File: config.mk
export PLATFORM = sky130hd
export DESIGN_NAME = gha_ctrl
export DESIGN_NICKNAME = d
export VERILOG_FILES = /design/src/rtl/gha_pkg.sv /design/src/rtl/gha_ctrl.sv
export SDC_FILE = /design/constraint.sdc
export NUM_CORES = 1
export LEC_CHECK = 0
export ABC_AREA = 1
export BUFFER_PORTS_ARGS = -buffer_cell sky130_fd_sc_hd__buf_2
export CORE_AREA = 2 2 39 41
export CTS_CLUSTER_SIZE = 8
export DETAILED_ROUTE_END_ITERATION = 8
export DIE_AREA = 0 0 41 43
export GPL_TIMING_DRIVEN = 0
export SLEW_MARGIN = 20
export SYNTH_ARGS = -nofsm -noshare
export SYNTH_HDL_FRONTEND = slang
export SYNTH_SLANG_ARGS = --single-unit
File: constraint.sdc
create_clock -name clk_i -period 0.98 [get_ports clk_i]
set_input_delay 0.049 -clock clk_i [delete_from_list [all_inputs] [get_ports clk_i]]
set_output_delay 0.049 -clock clk_i [all_outputs]
set_load 0.02 [all_outputs]
File: src/rtl/gha_pkg.sv
// ----------------------------------------------------------------------------
// gha_pkg: shared definitions for the generational handle allocator
// Slot pool sizing, operation codes, controller states and the command and
// status bundles that join the controller to the datapath.
// ----------------------------------------------------------------------------
package gha_pkg;

  localparam int unsigned SLOT_COUNT = 256;
  localparam int unsigned SLOT_W     = $clog2(SLOT_COUNT);
  localparam int unsigned LINK_W     = SLOT_W + 1;
  localparam int unsigned COUNT_W    = $clog2(SLOT_COUNT + 1);
  localparam int unsigned OP_W       = 3;
  localparam int unsigned HIDX_W     = 16;
  localparam int unsigned GEN_W      = 32;

  typedef enum logic [OP_W-1:0] {
    OP_BEGIN   = 3'd0,
    OP_COMMIT  = 3'd1,
    OP_ALLOC   = 3'd2,
    OP_RELEASE = 3'd3,
    OP_CHECK   = 3'd4
  } op_e;

  typedef enum logic {
    ST_IDLE,
    ST_EXEC
  } state_e;

  typedef struct packed {
    logic capture;    // latch the operands and launch the memory reads
    logic rd_head;    // read address comes from the free head
    logic emit;       // register one result beat
    logic ok;         // result flag
    logic set_phase;  // open the update phase
    logic clr_phase;  // close the update phase
    logic pop;        // take the free head for an allocation
    logic push;       // retire the addressed slot onto the free list
  } cmd_t;

  typedef struct packed {
    logic phase_open;
    logic list_empty;
    logic handle_valid;
  } status_t;

endpackage : gha_pkg

File: src/rtl/gha_ctrl.sv
// ----------------------------------------------------------------------------
// gha_ctrl: operation sequencer
// Two-state machine that takes one command, then decides in the execute
// cycle which datapath update applies and what the result flag is.
// ----------------------------------------------------------------------------
module gha_ctrl (
  input  logic                  clk_i,
  input  logic                  rst_ni,
  input  logic                  start_i,
  input  logic [gha_pkg::OP_W-1:0] op_i,
  input  gha_pkg::status_t      status_i,
  output gha_pkg::cmd_t         cmd_o,
  output logic                  busy_o
);
  import gha_pkg::*;

  state_e            state_q, state_d;
  logic [OP_W-1:0]   op_q;

  always_ff @(posedge clk_i or negedge rst_ni) begin
    if (!rst_ni) begin
      state_q <= ST_IDLE;
    end else begin
      state_q <= state_d;
    end
  end

  always_ff @(posedge clk_i) begin
    if (cmd_o.capture) begin
      op_q <= op_i;
    end
  end

  always_comb begin
    state_d = state_q;
    cmd_o   = '0;
    case (state_q)
      ST_IDLE: begin
        cmd_o.rd_head = (op_i == OP_ALLOC);
        if (start_i) begin
          cmd_o.capture = 1'b1;
          state_d       = ST_EXEC;
        end
      end
      ST_EXEC: begin
        cmd_o.emit = 1'b1;
        state_d    = ST_IDLE;
        case (op_q)
          OP_BEGIN: begin
            cmd_o.set_phase = !status_i.phase_open;
            cmd_o.ok        = !status_i.phase_open;
          end
          OP_COMMIT: begin
            cmd_o.clr_phase = 1'b1;
            cmd_o.ok        = 1'b1;
          end
          OP_ALLOC: begin
            cmd_o.pop = status_i.phase_open && !status_i.list_empty;
            cmd_o.ok  = status_i.phase_open && !status_i.list_empty;
          end
          OP_RELEASE: begin
            cmd_o.push = status_i.phase_open && status_i.handle_valid;
            cmd_o.ok   = status_i.phase_open && status_i.handle_valid;
          end
          OP_CHECK: begin
            cmd_o.ok = status_i.handle_valid;
          end
          default: begin
            cmd_o.ok = 1'b0;
          end
        endcase
      end
      default: begin
        state_d = ST_IDLE;
      end
    endcase
  end

  assign busy_o = (state_q == ST_EXEC);

`ifndef SYNTH
  // Every accepted command enters execute and leaves it on the following cycle.
  a_accept_exec: assert property (@(posedge clk_i) disable iff (!rst_ni)
    (start_i && !busy_o) |=> busy_o)
    else $error("accepted command did not enter execute");
  a_exec_once: assert property (@(posedge clk_i) disable iff (!rst_ni)
    busy_o |=> !busy_o)
    else $error("execute lasted more than one cycle");
  a_emit_busy: assert property (@(posedge clk_i) disable iff (!rst_ni)
    cmd_o.emit == busy_o)
    else $error("result issued outside execute");
`endif

endmodule : gha_ctrl

# After elaboration in Yosys (flattened, before gate mapping)

Cells that the tools add are included.

Word-level logic and storage cells: 22
Memory bits (writable): 0
Bits in latches: 0
Input bits: 9
Memory bits (read-only): 0
Memories kept: 0
Output and inout port bits: 9
Bits in registers: 4

Div/mod/pow operators: 0
Magnitude comparators: 0
Multiply operators: 0
Bitwise logic cells: 1
Reduce and logical (&&, ||, !) cells: 5
Equal/unequal tests: 5
Add/sub/neg operators: 0
Multiplexer cells: 9
Shifts and indexed selects: 0

Operator list:

| cell                                                 | number |
|---|---|
| equality test 3 x 2 -> 1 bit (second input constant) | 3 |
| 2-to-1 mux 6 bit                                     | 1 |
| 2-to-1 mux 1 bit                                     | 5 |
| case mux 1 bit (5 select lines)                      | 1 |
| equality test 3 x 1 -> 1 bit (second input constant) | 1 |
| equality test 3 bit (second input constant)          | 1 |
| zero test 3 bit                                      | 1 |
| logical AND 1 bit                                    | 2 |
| zero test 1 bit                                      | 2 |
| 2-to-1 mux 2 bit                                     | 1 |
| case mux 1 bit (2 select lines)                      | 1 |
| NOT 1 bit                                            | 1 |

# Depth between registers and ports, before layout

Depth after elaboration: 4
Depth in mapped cells: 6
Gate-level depth less buffers: 6

# Worst setup path before layout

OpenSTA, ideal clock, no wires.

Path type: reg2out
From: register state_q, in the netlist busy_o
To: output cmd_o[6] (netlist name)
Arrival: 1.218 ns
Setup slack: -0.287 ns
Path buffers: 0
Required time: 0.931 ns
Stages on the path, launching flop included: 2
Path through: dfrtp_1 -> nor4_1

RTL lines:

| what                   | line           | RTL |
|---|---|---|
| from (decl)            | gha_ctrl.sv:17 | `state_e state_q, state_d;` |
| from (signal assigned) | gha_ctrl.sv:24 | `state_q <= state_d;` |
| to (decl)              | gha_ctrl.sv:12 | `output gha_pkg::cmd_t cmd_o,` |

==> metrics.yaml <==
synth:
  syn_inst: 35
  synthTopCellsByArea: "edfxtp_1, nor2_1, inv_1"
  yosysTopAreaCell: "edfxtp_1"
  yosys-top-cells-count: "nor2_1, inv_1, nand2_1, nand3_1, edfxtp_1"
  synth_flop_cell: "edfxtp_1"
  ys_seq_elements: 4
  synth.avg_cell_area_um2: 7.08
  seq_area_frac_synth: 0.465
  synth_warnings: 0
  synthesis.nets: 44
  synth_edf_count: 3
  synth_top_area_share: 0.364
  netlist_area_um2: 248
  synth.most_common_cell: "nor2_1"
  yosysUniqueCellTypes: 9
  ys_async_sr_fraction: 0.250
final_layout:
  area_growth_pct: 108
  fin_area_um2: 514
  area.sequential_um2: 116
  finish.utilization: 0.372
  drive_gt1_frac: 0.567
  num_antenna_cells: 0
  nets: 70
  multiInputGateArea_um2: 135
  fillCellCount: 148
power:
  vdd_drop_max_v: 0.000628
  leakagePower_nw: 0.258
  clkPwrFrac: 0.386
  p_int_w: 0.000427
  seqPwrFrac: 0.360
  comb_power_share: 0.254
  p_sw_w: 0.000155
  powerDensity_mw_per_mm2: 1130
  switching_share: 0.267
setup_path:
  setup.worst_path.class: "reg2out"
  worstPathMaxFanout: 4
  setup.worst_path.end_class: "output pin"
  crit_path_start_kind: "flop"
  arrival_ps: 1260
  crit-reg2reg-launch: "busy_o$_DFF_PN0_"
  timing.rr.end: "op_q[0]$_DFFE_PP_"
  worstPathRequired_ps: 930
  reg2reg_depth: 3
  rrSetupSlack_ps: -120
sta:
  hold_viol: 0
  finalCritPeriodShare: 1.34
  setup_viol: 11
  slew-limit-headroom: 0.876
  tightest_slew_ps: 184
  grt_setup_unrepaired: "true"
  drv_slew: 0
  min_period_ps: 1310
  tns_ps: -1970
  max_freq_mhz: 764
  worst_slack_ps: -329
  fin_worst_skew_ps: 4.21
drt:
  vias_per_cell: 3.91
  drtAntennaViolNets: 0
  wirelength_um: 621
  wl_per_cell_um: 8.17
  drt-initial-drc-count: 6
  vias: 297
  first_pass_iters: 2
  drc: 0
worst_hold_path:
  worstHoldStart: "op_i[0]"
  hp-class: "in2reg"
  hold_depth: 1
  min_to: "op_q[0]$_DFFE_PP_"
die:
  io_pins: 18
  die_x_um: 41
  core_area_mm2: 0.00138
  start_util: 0.179
  design.die.area_mm2: 0.00176
  die_h_um: 43
  placementRows: 14
run:
  cap_violations: 0
global_routing:
  antenna_found_initial: 0
  grt_pass1_vias: 284
  grt_overflow_total: 0
  grt_first_pass_wirelength_mm: 1.02
  grt_start_max_net_pins: 6
  track_usage: 0.0867
clocking:
  cts_sinks: 4
  h-tree-depth: 1
  clk_latency_ps: 240
  numCtsBuffers: 3
  cts_root_buf: "clkbuf_4"
  clk_transition_reported_paths_ps: 40
  cts_tree: "built"
  clockBufferDepth: 2
status:
  violations: "negative setup slack"
  status: "finished, violations left"
placed_design:
  gp_congestion: 0.692
  pre_cts_slack_ps: -109
  port_buffers: 17
  place_area_um2: 379
worst max-delay path by stage:
stage | slack (ps) | startpoint | depth (start not counted) | endpoint
after floorplan | 3 | op_q[2]$_DFFE_PP_ | 5 | cmd_o[4]
after global placement | -110 | op_q[2]$_DFFE_PP_ | 6 | cmd_o[4]
after detailed placement | -110 | op_q[2]$_DFFE_PP_ | 6 | cmd_o[4]
after CTS | -350 | op_q[2]$_DFFE_PP_ | 6 | cmd_o[4]
after global routing | -440 | op_q[2]$_DFFE_PP_ | 6 | cmd_o[4]
final | -330 | op_q[2]$_DFFE_PP_ | 6 | cmd_o[4]
cells in the final DEF (no fill, tap or decap):
| cell type | count |
|---|---|
| buf_2 | 9 |
| inv_1 | 8 |
| nor2_1 | 6 |
| buf_4 | 6 |
| buf_6 | 5 |
| nor2_2 | 4 |
| nand2_1 | 4 |
| nand3_2 | 3 |
| clkbuf_4 | 3 |
| edfxtp_1 | 3 |
| dlygate4sd3_1 | 2 |
| nor4_4 | 1 |
| o21ai_0 | 1 |
| nand3_1 | 1 |
| nor2_4 | 1 |
| dfrtp_2 | 1 |
| clkbuf_1 | 1 |
| buf_12 | 1 |
layout make-up:
class / count / share of cell area
Inverter: 8 / 0.0584
Multi-Input combinational cell: 21 / 0.263
Sequential cell: 4 / 0.226
Clock buffer: 4 / 0.0511
Buffer: 2 / 0.0438
Timing Repair Buffer: 21 / 0.319
Tap cell: 16 / 0.0389
cells by family (layout without fill, tap and decap cells):
family,count (synthesis),after routing,synth area share
AND/OR/NAND/NOR,20,20,0.333
buffers and inverters,10,35,0.182
flip-flops,4,4,0.465
AO/OA/AOI/OAI,1,1,0.0202
layer usage:
| layer | share of wire | up-vias | GRT usage |
|---|---|---|---|
| met4 | 0 | 0 | 0.0400 |
| met3 | 0.10 | 0 | 0.0314 |
| met5 | 0 | - | 0 |
| met1 | 0.33 | 129 | 0.0912 |
| li1 | - | 154 | - |
| met2 | 0.56 | 14 | 0.144 |
per-stage QoR:
| stage | std cells | hold WS, ps | power, W |
|---|---|---|---|
| after detailed placement | 68 | -174 | 0.000312 |
| after floorplan | 35 | -247 | 0.000272 |
| after CTS | 76 | 33.0 | 0.000590 |
| after global routing | 76 | 34.9 | 0.000625 |
| final | 76 | 40.1 | 0.000583 |
| after global placement | 68 | -173 | 0.000310 |
flip-flops by register name, summed over array words and instances, names as in the netlist:
| register | cells |
|---|---|
| op_q | 3 |
| busy_o | 1 |
worst max-delay path, cell delays in order (launching register included):
cell,delay [ps]
edfxtp_1,440
nor2_2,160
nand3_2,80
nand2_1,90
nor2_2,40
nor2_2,70
buf_4,140
power by group through the flow:
stage | Sequential, W | Clock (W) | Combinational (W)
after floorplan | 0.000213 | 0 | 0.0000590
after global placement | 0.000211 | 0 | 0.0000993
after detailed placement | 0.000212 | 0 | 0.0000999
after CTS | 0.000209 | 0.000238 | 0.000143
after global routing | 0.000212 | 0.000253 | 0.000160
final | 0.000210 | 0.000225 | 0.000148
repair_timing:
item | in CTS | in global routing
buffers inserted | 2 | 0
hold endpoints to repair | 2 | 0
endpoints found under the setup margin | 8 | 11
hold buffers | 2 | 0
resized for setup | 14 | 5
pin swaps | 3 | 0
No activity file was read; power rests on OpenSTA's default activity.
